## src/rtl/ska_pkg.sv

```systemverilog
package ska_pkg;

    // operation codes
    localparam logic [2:0] OP_TICK    = 3'd0;
    localparam logic [2:0] OP_SEED    = 3'd1;
    localparam logic [2:0] OP_KEY     = 3'd2;
    localparam logic [2:0] OP_LOCK    = 3'd3;
    localparam logic [2:0] OP_TIMEOUT = 3'd4;

    // access states
    localparam logic [1:0] ST_LOCKED    = 2'd0;
    localparam logic [1:0] ST_SEED_SENT = 2'd1;
    localparam logic [1:0] ST_UNLOCKED  = 2'd2;
    localparam logic [1:0] ST_DELAY     = 2'd3;

    // configuration register indexes
    localparam logic [1:0] REG_SECURITY_LEVEL = 2'd0;
    localparam logic [1:0] REG_MAX_ATTEMPTS   = 2'd1;
    localparam logic [1:0] REG_DELAY_TICKS    = 2'd2;

    localparam logic [31:0] MIX_SEED_CONST = 32'h5C73_1A9B;
    localparam logic [31:0] MIX_ADD_CONST  = 32'h4D34_F521;

    localparam logic [7:0]  SECURITY_LEVEL_RST = 8'd0;
    localparam logic [2:0]  MAX_ATTEMPTS_RST   = 3'd3;
    localparam logic [19:0] DELAY_TICKS_RST    = 20'd10000;

    typedef struct packed {
        logic [2:0]  operation;
        logic [31:0] key_value;
    } ska_item_t;

    typedef struct packed {
        logic        accepted;
        logic [31:0] seed_value;
        logic [1:0]  state_code;
    } ska_result_t;

    typedef struct packed {
        logic        we;
        logic [1:0]  index;
        logic [19:0] data;
    } ska_cfg_t;

    // key mix: xor, rotate left 13, add, then xorshift / shift-add finish
    function automatic logic [31:0] expected_key(input logic [31:0] s);
        logic [31:0] k;
        begin
            k = s ^ MIX_SEED_CONST;
            k = {k[18:0], k[31:19]} + MIX_ADD_CONST;
            k = k ^ (k >> 7);
            k = k + (k << 11);
            k = k ^ (k >> 5);
            return k;
        end
    endfunction

endpackage

```

## src/rtl/ska_item_if.sv

```systemverilog
interface ska_item_if;
    import ska_pkg::*;

    logic        valid;
    logic        ready;
    logic [2:0]  operation;
    logic [31:0] key_value;

    modport source (output valid, output operation, output key_value, input ready);
    modport sink   (input valid, input operation, input key_value, output ready);
endinterface

```

## src/rtl/ska_result_if.sv

```systemverilog
interface ska_result_if;
    logic        valid;
    logic        ready;
    logic        accepted;
    logic [31:0] seed_value;
    logic [1:0]  state_code;

    modport source (output valid, output accepted, output seed_value, output state_code,
                    input ready);
    modport sink   (input valid, input accepted, input seed_value, input state_code,
                    output ready);
endinterface

```

## src/rtl/ska_cfg_if.sv

```systemverilog
interface ska_cfg_if;
    logic        valid;
    logic        ready;
    logic [1:0]  index;
    logic [19:0] data;

    modport source (output valid, output index, output data, input ready);
    modport sink   (input valid, input index, input data, output ready);
endinterface

```

## src/rtl/ska_core.sv

```systemverilog
module ska_core
    import ska_pkg::*;
(
    input  logic        clk,
    input  logic        rst_n,
    input  logic        fire,
    input  ska_item_t   item,
    input  ska_cfg_t    cfg,
    output ska_result_t result
);

    logic [7:0]  security_level_reg;
    logic [2:0]  max_attempts_reg;
    logic [19:0] delay_ticks_reg;

    logic [1:0]  access_state_reg, access_state_next;
    logic [31:0] time_now_reg, time_now_next;
    logic [31:0] stored_seed_reg, stored_seed_next;
    logic [2:0]  fail_count_reg, fail_count_next;
    logic [31:0] delay_until_reg, delay_until_next;

    logic        delay_expired;
    logic [2:0]  fail_inc;
    logic        ok;
    logic [31:0] seed_out;

    always_comb
    begin
        access_state_next = access_state_reg;
        time_now_next     = time_now_reg;
        stored_seed_next  = stored_seed_reg;
        fail_count_next   = fail_count_reg;
        delay_until_next  = delay_until_reg;
        ok                = 1'b0;
        seed_out          = 32'd0;
        delay_expired     = (access_state_reg == ST_DELAY) && (time_now_reg >= delay_until_reg);
        fail_inc          = fail_count_reg + 3'd1;

        case (item.operation)
            OP_TICK:
            begin
                time_now_next = time_now_reg + 32'd1;
                ok            = 1'b1;
            end
            OP_SEED:
            begin
                // an expired delay drops to locked before the request is judged
                if (delay_expired)
                begin
                    access_state_next = ST_LOCKED;
                end
                if (access_state_reg == ST_LOCKED || delay_expired)
                begin
                    stored_seed_next  = time_now_reg ^ (MIX_SEED_CONST + {24'd0, security_level_reg});
                    seed_out          = stored_seed_next;
                    access_state_next = ST_SEED_SENT;
                    ok                = 1'b1;
                end
            end
            OP_KEY:
            begin
                if (access_state_reg == ST_SEED_SENT)
                begin
                    if (item.key_value == expected_key(stored_seed_reg))
                    begin
                        access_state_next = ST_UNLOCKED;
                        fail_count_next   = 3'd0;
                        ok                = 1'b1;
                    end
                    else if (fail_inc >= max_attempts_reg)
                    begin
                        access_state_next = ST_DELAY;
                        delay_until_next  = time_now_reg + {12'd0, delay_ticks_reg};
                        fail_count_next   = 3'd0;
                    end
                    else
                    begin
                        access_state_next = ST_LOCKED;
                        fail_count_next   = fail_inc;
                    end
                end
            end
            OP_LOCK:
            begin
                access_state_next = ST_LOCKED;
                fail_count_next   = 3'd0;
                stored_seed_next  = 32'd0;
                ok                = 1'b1;
            end
            OP_TIMEOUT:
            begin
                if (delay_expired)
                begin
                    access_state_next = ST_LOCKED;
                    ok                = 1'b1;
                end
            end
            default:
            begin
                ok = 1'b0;
            end
        endcase

        result.accepted   = ok;
        result.seed_value = seed_out;
        result.state_code = access_state_next;
    end

    always_ff @(posedge clk or negedge rst_n)
    begin
        if (!rst_n)
        begin
            access_state_reg <= ST_LOCKED;
            time_now_reg     <= 32'd0;
            stored_seed_reg  <= 32'd0;
            fail_count_reg   <= 3'd0;
            delay_until_reg  <= 32'd0;
        end
        else if (fire)
        begin
            access_state_reg <= access_state_next;
            time_now_reg     <= time_now_next;
            stored_seed_reg  <= stored_seed_next;
            fail_count_reg   <= fail_count_next;
            delay_until_reg  <= delay_until_next;
        end
    end

    always_ff @(posedge clk or negedge rst_n)
    begin
        if (!rst_n)
        begin
            security_level_reg <= SECURITY_LEVEL_RST;
            max_attempts_reg   <= MAX_ATTEMPTS_RST;
            delay_ticks_reg    <= DELAY_TICKS_RST;
        end
        else if (cfg.we)
        begin
            unique case (cfg.index)
                REG_SECURITY_LEVEL: security_level_reg <= cfg.data[7:0];
                REG_MAX_ATTEMPTS:   max_attempts_reg   <= cfg.data[2:0];
                REG_DELAY_TICKS:    delay_ticks_reg    <= cfg.data;
                default:            ;
            endcase
        end
    end

endmodule

```

## src/rtl/seed_key_security_access_unit.sv

```systemverilog
// Seed/key security access unit. Each item on req carries an operation (tick, request
// seed, send key, lock, timeout check) and a key; exactly one result item follows on rsp,
// giving whether the operation succeeded, the seed issued (zero unless a seed request
// succeeded) and the access state after the item. Items are taken one per clock unless rsp
// holds the result register: an item sits in an input register until the result register
// is free, the engine state is updated as it moves on, and it then lands in the result
// register. The state update (key mix, compares and the delay-end add) is combinational.
// Configuration writes on cfg are always ready and take effect at once; write them only
// while no item is in flight. The millisecond counter wraps silently, and lockout end
// times are not corrected for that wrap.
module seed_key_security_access_unit
    import ska_pkg::*;
(
    input logic          clk,
    input logic          rst_n,
    ska_item_if.sink     req,
    ska_result_if.source rsp,
    ska_cfg_if.sink      cfg
);

    // input stage
    logic        item_valid_reg;
    ska_item_t   item_reg;

    // result stage
    logic        rsp_valid_reg;
    ska_result_t rsp_reg;

    ska_result_t core_result;
    ska_cfg_t    core_cfg;
    logic        rsp_free;
    logic        fire;

    // result register can take a new item if empty or being drained this cycle
    assign rsp_free  = !rsp_valid_reg || rsp.ready;
    assign fire      = item_valid_reg && rsp_free;
    assign req.ready = !item_valid_reg || rsp_free;

    assign cfg.ready     = 1'b1;
    assign core_cfg.we    = cfg.valid;
    assign core_cfg.index = cfg.index;
    assign core_cfg.data  = cfg.data;

    ska_core u_core (
        .clk    (clk),
        .rst_n  (rst_n),
        .fire   (fire),
        .item   (item_reg),
        .cfg    (core_cfg),
        .result (core_result)
    );

    always_ff @(posedge clk or negedge rst_n)
    begin
        if (!rst_n)
        begin
            item_valid_reg <= 1'b0;
            rsp_valid_reg  <= 1'b0;
        end
        else
        begin
            if (req.ready)
            begin
                item_valid_reg <= req.valid;
            end
            if (rsp_free)
            begin
                rsp_valid_reg <= item_valid_reg;
            end
        end
    end

    // payload registers, no reset
    always_ff @(posedge clk)
    begin
        if (req.valid && req.ready)
        begin
            item_reg.operation <= req.operation;
            item_reg.key_value <= req.key_value;
        end
        if (fire)
        begin
            rsp_reg <= core_result;
        end
    end

    assign rsp.valid      = rsp_valid_reg;
    assign rsp.accepted   = rsp_reg.accepted;
    assign rsp.seed_value = rsp_reg.seed_value;
    assign rsp.state_code = rsp_reg.state_code;

endmodule
```

## src/flat_wrapper.sv

```systemverilog
// flat-port wrapper written by rule: the top's interface ports become plain ports
module seed_key_security_access_unit_flat import ska_pkg::*;
  (clk, rst_n, req_valid, req_operation, req_key_value, req_ready, rsp_valid, rsp_accepted, rsp_seed_value, rsp_state_code, rsp_ready, cfg_valid, cfg_index, cfg_data, cfg_ready);
  ska_item_if req_i ();
  ska_result_if rsp_i ();
  ska_cfg_if cfg_i ();
  input logic clk;
  input logic rst_n;
  input wire logic [$bits(req_i.valid)-1:0] req_valid;
  input wire logic [$bits(req_i.operation)-1:0] req_operation;
  input wire logic [$bits(req_i.key_value)-1:0] req_key_value;
  output wire logic [$bits(req_i.ready)-1:0] req_ready;
  output wire logic [$bits(rsp_i.valid)-1:0] rsp_valid;
  output wire logic [$bits(rsp_i.accepted)-1:0] rsp_accepted;
  output wire logic [$bits(rsp_i.seed_value)-1:0] rsp_seed_value;
  output wire logic [$bits(rsp_i.state_code)-1:0] rsp_state_code;
  input wire logic [$bits(rsp_i.ready)-1:0] rsp_ready;
  input wire logic [$bits(cfg_i.valid)-1:0] cfg_valid;
  input wire logic [$bits(cfg_i.index)-1:0] cfg_index;
  input wire logic [$bits(cfg_i.data)-1:0] cfg_data;
  output wire logic [$bits(cfg_i.ready)-1:0] cfg_ready;
  assign req_i.valid = req_valid;
  assign req_i.operation = req_operation;
  assign req_i.key_value = req_key_value;
  assign req_ready = req_i.ready;
  assign rsp_valid = rsp_i.valid;
  assign rsp_accepted = rsp_i.accepted;
  assign rsp_seed_value = rsp_i.seed_value;
  assign rsp_state_code = rsp_i.state_code;
  assign rsp_i.ready = rsp_ready;
  assign cfg_i.valid = cfg_valid;
  assign cfg_i.index = cfg_index;
  assign cfg_i.data = cfg_data;
  assign cfg_ready = cfg_i.ready;
  seed_key_security_access_unit u_core (.clk(clk), .rst_n(rst_n), .req(req_i), .rsp(rsp_i), .cfg(cfg_i));
endmodule
```

## config.mk

```make
export PLATFORM = sky130hd
export DESIGN_NAME = seed_key_security_access_unit_flat
export DESIGN_NICKNAME = d
export VERILOG_FILES = /design/src/rtl/ska_pkg.sv /design/src/rtl/ska_item_if.sv /design/src/rtl/ska_result_if.sv /design/src/rtl/ska_cfg_if.sv /design/src/rtl/ska_core.sv /design/src/rtl/seed_key_security_access_unit.sv /design/src/flat_wrapper.sv
export SDC_FILE = /design/constraint.sdc
export NUM_CORES = 1
export LEC_CHECK = 0
export BUFFER_PORTS_ARGS = -buffer_cell sky130_fd_sc_hd__buf_2
export CAP_MARGIN = 10
export CORE_ASPECT_RATIO = 0.7
export CORE_MARGIN = 2
export CORE_UTILIZATION = 26
export CTS_BUF_LIST = sky130_fd_sc_hd__clkbuf_8
export CTS_CLUSTER_SIZE = 30
export DETAILED_ROUTE_END_ITERATION = 10
export SETUP_SLACK_MARGIN = 0.2
export SYNTH_ARGS = -nofsm -noshare
export SYNTH_HDL_FRONTEND = slang
export SYNTH_SLANG_ARGS = --single-unit
```

## constraint.sdc

```tcl
create_clock -name clk -period 12.7 [get_ports clk]
set_input_delay 1.27 -clock clk [delete_from_list [all_inputs] [get_ports clk]]
set_output_delay 1.27 -clock clk [all_outputs]
set_load 0.1 [all_outputs]
```

==> flow_metrics.env, run 1 <==
export IMPL_area_delta_synth_final_pct=14.6
export IMPL_core_mm2=0.0494
export IMPL_via_per_inst=4.80
export IMPL_vdd_ir_drop_max_v=0.000130
export IMPL_p_clk_frac=0.164
export IMPL_cts_sinks=204
export IMPL_finalSetupTns_ps=0
export IMPL_critical_path_class="flop to flop"
export IMPL_finalSetupViolCount=0
export IMPL_leakagePower_nw=6.56
export IMPL_r2r_start="u_core.u_core.stored_seed_reg[29]"
export IMPL_syn_area_mm2=0.0130
export IMPL_synth_top_family_by_area="simple AND/OR/NAND/NOR gates"
export IMPL_die_w_um=272
export IMPL_ys_seq_area_frac=0.419
export IMPL_yosysWarnings=0
export IMPL_max_freq_mhz=134
export IMPL_fin_area_mm2=0.0150
export IMPL_cts_path_max_buffers=3
export IMPL_numCtsBuffers=36
export IMPL_root_buffer="clkbuf_8"
export IMPL_required_ps=13140
export IMPL_h_tree_depth=2
export IMPL_critPathCaptureType="flop"
export IMPL_start_kind="flop"
export IMPL_pre_cts_ws_ps=5320
export IMPL_postCtsSetupBuffers=0
export IMPL_hold_viol_final=0
export IMPL_grt_use_met1=0.208
export IMPL_fin_nets=1500
export IMPL_hpwl_um=26300
export IMPL_netlist_instances=1260
export IMPL_first_iter_violations=639
export IMPL_combPwrFrac=0.607
export IMPL_async_flop_share=0.657
export IMPL_synth_edf_count=70
export IMPL_overflow=0
export IMPL_yosys_area_share_adder=0.0739
export IMPL_synth_compound_area_share=0.141
export IMPL_worstReg2RegEnd="u_core.u_core.delay_until_reg[21]"
export IMPL_synth_fp_nets=1397
export IMPL_final_common_cell="dfrtp_1"
export IMPL_fin_crit_sh=0.588
export IMPL_cts_tree="yes"
export IMPL_portBuffers=98
export IMPL_crit_top_cell="xnor2_1"
export IMPL_post_dp_cell_area_mm2=0.0142
export IMPL_routabilityCongestion=0.864
export IMPL_muxShareOfSynthArea=0.0458
export IMPL_final_cell_mix="dfrtp_1 (127), xnor2_1 (105), buf_2 (97)"
export IMPL_drc_errors=0
export IMPL_grt_pass1_wl_um=55200
export IMPL_gr_max_usage_layer="met1"
export IMPL_die_area_mm2=0.0520
export IMPL_antenna_found_initial=2
export IMPL_maxSlewViolCount=0
export IMPL_swShare=0.451
export IMPL_cp_max_fo=28
export IMPL_gr_usage_met3=0.0264
export IMPL_rrSetupSlack_ps=5230
export IMPL_hold_class="flop to flop"
export IMPL_ys_ff_latch=204
export IMPL_wirelength_um=34700
export IMPL_initial_core_util=0.264
export IMPL_yosys_area_share_xor_xnor=0.131
export IMPL_grt_pass1_vias=9589
export IMPL_io_pins=100
export IMPL_crit_arrival_ps=7910
export IMPL_largest_reg_flops=35
export IMPL_rows=68
export IMPL_die_h_um=191
export IMPL_tightest_slew_ps=1120
export IMPL_fill_cells=5092
export IMPL_total_power_w=0.00381
export IMPL_setup_ws_ps=5230
export IMPL_whs_endpoint="u_core.u_core.delay_until_reg[21]"
export IMPL_power_density_mw_per_mm2=255
export IMPL_status="complete, no violations"
export IMPL_synth_simple_area_share=0.151
export IMPL_grt_max_degree=74
export IMPL_clk_latency_ps=570
export IMPL_syn_avg_cell_area_um2=10.4
export IMPL_min_delay_start="u_core.u_core.delay_until_reg[21]"
export IMPL_critPathSlowestCell="nor4_1"
export IMPL_r2r_cells=27
export IMPL_use_met2=0.189
export IMPL_rsz0062_at_grt="no"
export IMPL_track_usage=0.134
export IMPL_antenna_cells=0
export IMPL_clock_skew_ps=33.1
export IMPL_maxCapViolCount=0
export IMPL_seq_power_share=0.230
export IMPL_wl_per_cell_um=16.9
export IMPL_hold_depth=1
export IMPL_slew_headroom=0.253
export IMPL_hold_slack_ps=497
export IMPL_ant_nets=0
export IMPL_synth_flop_cell="dfrtp_1"
export IMPL_synth_cell_types=94
export IMPL_vias=9853
export IMPL_final_layout_size_suffix_gt1_frac=0.167
export IMPL_critPathMaxStageDelay_ps=540
export IMPL_cts_resized=0
export IMPL_holdBufCountCts=0
export IMPL_clk_pin_slew_ps=60
export IMPL_fin_crit_ps=7470
export IMPL_intPower_w=0.00209
export IMPL_drt_pass1_iterations=5
export IMPL_power_switching_w=0.00172
==> critical path: cells and delay by family, from the launching register on <==
family	cells	cell delay, ps
AOI/OAI and AO/OA	10	2350
xor gates and xnor gates	4	1020
adders and majority gates	1	310
buffers and inverters	2	490
DFF	1	520
muxes	1	350
and+or+nand+nor	9	2270
==> power groups by stage <==
stage / clock (W) / sequential (W) / combinational, W
2_1_floorplan: 0 / 0.000910 / 0.00177
3_3_place_gp: 0 / 0.000885 / 0.00225
3_5_place_dp: 0 / 0.000886 / 0.00228
4_1_cts: 0.000646 / 0.000875 / 0.00230
5_1_grt: 0.000678 / 0.000889 / 0.00252
6_report: 0.000623 / 0.000875 / 0.00231
==> logic make-up (layout without fill, tap and decap cells) <==
family / after synthesis / count (layout)
compound gates: 257 / 257
xor+xnor: 176 / 176
fa+ha+maj: 76 / 76
buf+inv: 123 / 252
flops: 204 / 204
mux: 55 / 55
other cells: 1 / 1
simple gates: 368 / 368
==> Yosys cell counts (22+ instances only) <==
master | n | share of area
o21ai_0 | 47 | 0.018
xor2_1 | 58 | 0.039
mux2_2 | 30 | 0.026
xnor2_1 | 105 | 0.071
a22o_1 | 22 | 0.015
dfrtp_1 | 127 | 0.24
and2_1 | 24 | 0.012
a21oi_1 | 44 | 0.017
edfxtp_1 | 70 | 0.16
nand2b_1 | 27 | 0.013
nand3_1 | 43 | 0.017
inv_1 | 80 | 0.023
ha_1 | 73 | 0.070
nor2_1 | 73 | 0.021
nand2_1 | 69 | 0.020
clkbuf_1 | 27 | 0.0078
==> metal layers <==
layer	up-vias	wire (um)
li1	4735	-
met1	4824	18200
met2	253	14100
met3	41	1820
met4	0	537
met5	-	0
==> worst max-delay path by stage <==
| stage | slack [ps] | to | cells after the start | start |
|---|---|---|---|---|
| 4_1_cts | 5300 | u_core.u_core.delay_until_reg[21] | 27 | u_core.u_core.stored_seed_reg[29] |
| 3_3_place_gp | 5440 | u_core.u_core.delay_until_reg[21] | 27 | u_core.u_core.stored_seed_reg[29] |
| 6_report | 5230 | u_core.u_core.delay_until_reg[21] | 27 | u_core.u_core.stored_seed_reg[29] |
| 5_1_grt | 4680 | u_core.u_core.delay_until_reg[21] | 27 | u_core.u_core.stored_seed_reg[29] |
| 3_5_place_dp | 5320 | u_core.u_core.delay_until_reg[21] | 27 | u_core.u_core.stored_seed_reg[29] |
| 2_1_floorplan | 6660 | u_core.u_core.delay_until_reg[23] | 28 | u_core.u_core.stored_seed_reg[29] |
==> metrics by stage <==
stage / util / instances
3_5_place_dp: 0.288 / 1990
2_1_floorplan: - / 1260
4_1_cts: 0.302 / 2054
3_3_place_gp: 0.288 / 1990
5_1_grt: 0.302 / 2054
6_report: 0.302 / 2054
==> area by class of cell <==
class / instances / area [um^2] / area share
inverters: 80 / 300 / 0.0201
flip-flops and latches: 204 / 5460 / 0.365
clock inverters: 25 / 166 / 0.0111
well taps: 665 / 832 / 0.0556
repair buffers: 108 / 572 / 0.0382
multi-input cells: 933 / 7080 / 0.474
clock buffers: 39 / 537 / 0.0359
Note: power is estimated with default switching activity, not from simulation.
==> run 2, diff against run 1 <==
Clock period 12.7 ns to 6.5 ns, I/O delays scaled along.
==> run 2 against run 1 <==
  * Sequential share of layout area decreased by 2.0 points
  * Utilization increased by 1.7 points
  * Final area increased by 5.7%
  * Critical path depth decreased by 4
  * Routed wire length increased by 4.4%
  * Sequential cell count unchanged
  * Critical path type unchanged
  * Largest cell class unchanged
==> flow_metrics.env, run 2 (synthesis gave the netlist of run 1 again) <==
export IMPL_antenna_found_initial=0
export IMPL_grt_use_met1=0.208
export IMPL_critical_path_class="flop to flop"
export IMPL_vdd_ir_drop_max_v=0.000311
export IMPL_crit_arrival_ps=6630
export IMPL_seqCellArea_mm2=0.00547
export IMPL_clock_skew_ps=25.1
export IMPL_drc_errors=0
export IMPL_clk_latency_ps=560
export IMPL_multi_input_area_mm2=0.00743
export IMPL_die_h_um=191
export IMPL_wl_per_cell_um=17.1
export IMPL_max_freq_mhz=161
export IMPL_final_layout_size_suffix_gt1_frac=0.237
export IMPL_hold_viol_final=0
export IMPL_io_pins=100
export IMPL_pre_cts_ws_ps=-359
export IMPL_hold_class="input port to asynchronous set/reset pin"
export IMPL_final_cell_mix="dfrtp_1 (125), xnor2_1 (99), buf_2 (97)"
export IMPL_final_common_cell="dfrtp_1"
export IMPL_status="complete, no violations"
export IMPL_cp_max_fo=9
export IMPL_rrSetupSlack_ps=310
export IMPL_power_density_mw_per_mm2=513
export IMPL_first_iter_violations=751
export IMPL_hpwl_um=27100
export IMPL_die_w_um=272
export IMPL_antenna_cells=0
export IMPL_overflow=0
export IMPL_clk_pin_slew_ps=60
export IMPL_crit_start="u_core.u_core.stored_seed_reg[19]"
export IMPL_start_kind="flop"
export IMPL_via_per_inst=4.78
export IMPL_rsz0062_at_grt="no"
export IMPL_gr_max_usage_layer="met1"
export IMPL_rows=68
export IMPL_cts_sinks=204
export IMPL_setup_ws_ps=306
export IMPL_fin_crit_sh=0.953
export IMPL_grt_pass1_vias=9825
export IMPL_area_delta_synth_final_pct=21.2
export IMPL_r2r_cells=23
export IMPL_cts_tree="yes"
export IMPL_cts_path_max_buffers=3
export IMPL_grt_pass1_wl_um=55800
export IMPL_use_met2=0.190
export IMPL_tightest_slew_ps=1150
export IMPL_finalSetupViolCount=0
export IMPL_grt_max_degree=85
export IMPL_maxSlewViolCount=0
export IMPL_critPathCaptureType="flop"
export IMPL_core_mm2=0.0494
export IMPL_numCtsBuffers=35
export IMPL_required_ps=6930
export IMPL_fin_crit_ps=6190
export IMPL_initial_core_util=0.264
export IMPL_fill_cells=5020
export IMPL_root_buffer="clkbuf_8"
export IMPL_dp_cells=2034
export IMPL_die_area_mm2=0.0520
export IMPL_track_usage=0.136
export IMPL_wirelength_um=36300
export IMPL_fin_nets=1565
export IMPL_drt_pass1_iterations=5
export IMPL_layout_cells_non_filler=2120
export IMPL_largest_reg_flops=35
export IMPL_ant_nets=0
export IMPL_maxCapViolCount=0
export IMPL_routabilityCongestion=0.911
export IMPL_gr_usage_met3=0.0318
export IMPL_r2r_start="u_core.u_core.stored_seed_reg[19]"
export IMPL_worstReg2RegEnd="u_core.u_core.delay_until_reg[21]"
export IMPL_leakagePower_nw=6.94
export IMPL_h_tree_depth=2
export IMPL_vias=10100
export IMPL_slew_headroom=0.233
export IMPL_portBuffers=98
## run 2: cell types whose count changed in the layout (fill, tap and decap cells not counted), sizes merged
cell / before / now
bufinv: 2 / 1
and2: 26 / 27
buf: 108 / 173
clkinv: 11 / 13
inv: 91 / 90
## run 2: critical path, cell delays in order (launching register included)
cell	delay (ps)
dfrtp_2	450
ha_4	190
and4bb_2	250
or3_4	420
nand4_1	240
a31oi_4	160
o21a_4	280
xnor2_2	240
xor2_2	290
ha_4	260
inv_1	110
a221o_1	330
a2111oi_1	370
buf_4	210
nor3_2	70
a211oi_2	270
nor2_1	120
xor2_1	190
or3_1	400
a2111oi_4	430
buf_4	190
a21oi_4	70
and2_4	210
mux2_1	320
## run 2: what timing repair did
item                       CTS  global route
setup buffers                0            20
pin swaps                    3            38
gates resized for setup     12            63
cloned                       0             1
hold buffers                 0             0
setup endpoints to repair   40            40
## run 2: layer usage
metal  vias up  share of wire
met1      4949           0.51
li1       4850              -
met5         -              0
met3        48          0.068
met2       292           0.41
met4         0          0.016
## run 2: through the flow
step                      area (um^2)  hold WS, ps   util  setup TNS [ps]  total power [W]
after floorplan                 13000          354      -               0          0.00523
after global placement          14600          471  0.295          -12640          0.00635
after detailed placement        14600          487  0.295          -10690          0.00639
after CTS                       15300         43.9  0.310               0          0.00767
after global routing            15800         76.2  0.320               0          0.00872
final                           15800         38.4  0.320               0          0.00811
## run 2: worst max path at each step
stage                                                   end  slack [ps]  cells past startpoint
after global placement    u_core.u_core.delay_until_reg[21]        -400                     23
after floorplan           u_core.u_core.delay_until_reg[23]         460                     28
final                     u_core.u_core.delay_until_reg[21]         310                     23
after detailed placement  u_core.u_core.delay_until_reg[21]        -360                     23
after global routing      u_core.u_core.delay_until_reg[21]         130                     26
after CTS                          u_core.rsp.state_code[0]         220                     27
## run 2: final cells by class
class / count / area share
Clock buffer: 39 / 0.0340
Clock inverter: 25 / 0.00839
Inverter: 80 / 0.0190
Multi-Input combinational cell: 934 / 0.470
Sequential cell: 204 / 0.346
Tap cell: 665 / 0.0526
Timing Repair Buffer: 173 / 0.0699
## run 2: power by group
group	leakage [nW]	switching (W)	internal (W)	total [W]
clock network	0.378	0.000563	0.000593	0.00116
logic	4.24	0.00292	0.00235	0.00527
registers	2.32	0.000149	0.00154	0.00169
==> run 3, diff against run 2 <==
Settings changed: CAP_MARGIN 10 to unset, CORE_ASPECT_RATIO 0.7 to 0.5.
Clock period 6.5 ns to 5.01 ns, I/O delays scaled along.
==> run 3 against run 2 <==
  * The run now ends with setup timing left
  * Final area up 9.0%
  * Clock power increased by 28%
  * Register-to-register slack got worse by 1200 ps
  * Worst setup slack got worse by 1200 ps
  * Sequential cell count did not move
==> flow_metrics.env, run 3 (synthesis gave the netlist of run 1 again) <==
export IMPL_status="complete, but fails checks"
export IMPL_violations="setup timing"
export IMPL_clk_latency_ps=560
export IMPL_vdd_ir_drop_max_v=0.000371
export IMPL_start_kind="flop"
export IMPL_final_common_cell="buf_4"
export IMPL_r2r_start="u_core.u_core.stored_seed_reg[21]"
export IMPL_fin_nets=1720
export IMPL_wirelength_um=35900
export IMPL_cp_max_fo=8
export IMPL_critPathSlowestCell="a2111oi_4"
export IMPL_via_per_inst=4.64
export IMPL_cts_sinks=204
export IMPL_fin_crit_ps=5940
export IMPL_grt_pass1_wl_um=56600
export IMPL_r2r_cells=28
export IMPL_drc_errors=0
export IMPL_hold_viol_final=0
export IMPL_setup_ws_ps=-929
export IMPL_dp_cells=2156
export IMPL_layout_cells_non_filler=2256
export IMPL_finalSetupViolCount=40
export IMPL_portBuffers=98
export IMPL_wl_per_cell_um=15.9
export IMPL_first_iter_violations=738
export IMPL_critPathCaptureType="flop"
export IMPL_h_tree_depth=2
export IMPL_cts_path_max_buffers=3
export IMPL_routabilityCongestion=0.898
export IMPL_worstReg2RegEnd="u_core.u_core.delay_until_reg[17]"
export IMPL_track_usage=0.136
export IMPL_tightest_slew_ps=1060
export IMPL_holdBufCountCts=0
export IMPL_clock_skew_ps=34.1
export IMPL_crit_top_cell="a21oi_2"
export IMPL_die_w_um=321
export IMPL_numCtsBuffers=35
export IMPL_die_h_um=162
export IMPL_required_ps=5430
export IMPL_power_density_mw_per_mm2=697
export IMPL_area_delta_synth_final_pct=32.1
export IMPL_cts_tree="yes"
export IMPL_slew_headroom=0.290
export IMPL_hold_class="input port to asynchronous set/reset pin"
export IMPL_hold_slack_ps=72.6
export IMPL_largest_reg_flops=35
export IMPL_leakagePower_nw=7.83
export IMPL_final_cell_mix="buf_4 (216), dfrtp_1 (126), buf_2 (97)"
export IMPL_antenna_cells=0
export IMPL_antenna_found_initial=0
export IMPL_max_freq_mhz=168
export IMPL_fin_crit_sh=1.19
export IMPL_critical_path_class="flop to flop"
export IMPL_hpwl_um=26500
export IMPL_ant_nets=0
export IMPL_critPathMaxStageDelay_ps=450
export IMPL_vias=10500
export IMPL_io_pins=100
export IMPL_maxSlewViolCount=0
export IMPL_rrSetupSlack_ps=-930
export IMPL_initial_core_util=0.266
export IMPL_clk_pin_slew_ps=60
export IMPL_rows=57
export IMPL_rsz0062_at_grt="yes"
export IMPL_maxCapViolCount=0
export IMPL_core_mm2=0.0490
export IMPL_overflow=0
export IMPL_crit_arrival_ps=6360
export IMPL_final_layout_size_suffix_gt1_frac=0.339
export IMPL_grt_max_degree=107
export IMPL_root_buffer="clkbuf_8"
export IMPL_grt_pass1_vias=10400
export IMPL_die_area_mm2=0.0521
export IMPL_drt_pass1_iterations=5
[run 3: cell count changes in the layout (fill, tap and decap cells not counted), sizes merged]
cell / delta
and2: -1
clkinv: -2
clkbuf: +1
clkinvlp: -1
buf: +155
[run 3: critical path: cells and delay by family, from the launching register on]
family	cells	cell delay [ps]
xor+xnor	2	330
fa+ha+maj	2	600
simple gates	6	1280
compound gates	12	2510
buf+inv	6	650
flops	1	410
[run 3: worst max path at each step]
stage	cells past startpoint	startpoint	endpoint
floorplan	28	u_core.u_core.stored_seed_reg[31]	u_core.u_core.delay_until_reg[23]
global placement	29	u_core.u_core.stored_seed_reg[20]	u_core.u_core.delay_until_reg[21]
detailed placement	29	u_core.u_core.stored_seed_reg[20]	u_core.u_core.delay_until_reg[21]
CTS	28	u_core.u_core.stored_seed_reg[20]	u_core.u_core.delay_until_reg[30]
global route	32	u_core.u_core.stored_seed_reg[20]	u_core.u_core.delay_until_reg[17]
finish	28	u_core.u_core.stored_seed_reg[21]	u_core.u_core.delay_until_reg[17]
[run 3: final cells by class]
type	instances	area, um^2
clock inverter	22	126
multi-input combinational	933	7610
clock buffer	39	537
tap	649	812
sequential	204	5470
inverter	80	300
timing repair buffer	329	2380
fill	4879	31800
[run 3: metal layers]
metal,share of wire,vias to the layer above,track usage,wire length [um]
met4,0.024,0,0.0412,854
met2,0.49,169,0.235,17700
li1,-,5152,-,-
met1,0.45,5087,0.175,16200
met3,0.033,58,0.0229,1180
met5,0,-,0,0
[run 3: where the power goes]
group	internal (W)	leakage (nW)	switching, W
logic	0.00423	5.12	0.00413
registers	0.00200	2.33	0.000179
clock network	0.000771	0.378	0.000708
total	0.00700	7.83	0.00502
[run 3: through the flow]
| stage | cell area, um^2 | util | setup TNS (ps) | setup WS (ps) | power [W] |
|---|---|---|---|---|---|
| after floorplan | 13100 | - | -23910 | -796 | 0.00689 |
| after global placement | 15700 | 0.321 | -40900 | -1130 | 0.00932 |
| after detailed placement | 15700 | 0.321 | -45550 | -1250 | 0.00942 |
| after CTS | 16800 | 0.344 | -31630 | -860 | 0.0116 |
| after global routing | 17200 | 0.352 | -43540 | -1180 | 0.0129 |
| final | 17200 | 0.352 | -33170 | -929 | 0.0120 |
[run 3: repair_timing]
action	4_1_cts	5_1_grt
buffers inserted	21	15
pin swaps	55	44
endpoints found under the setup margin	40	56
resized for setup	46	66
cloned	2	1
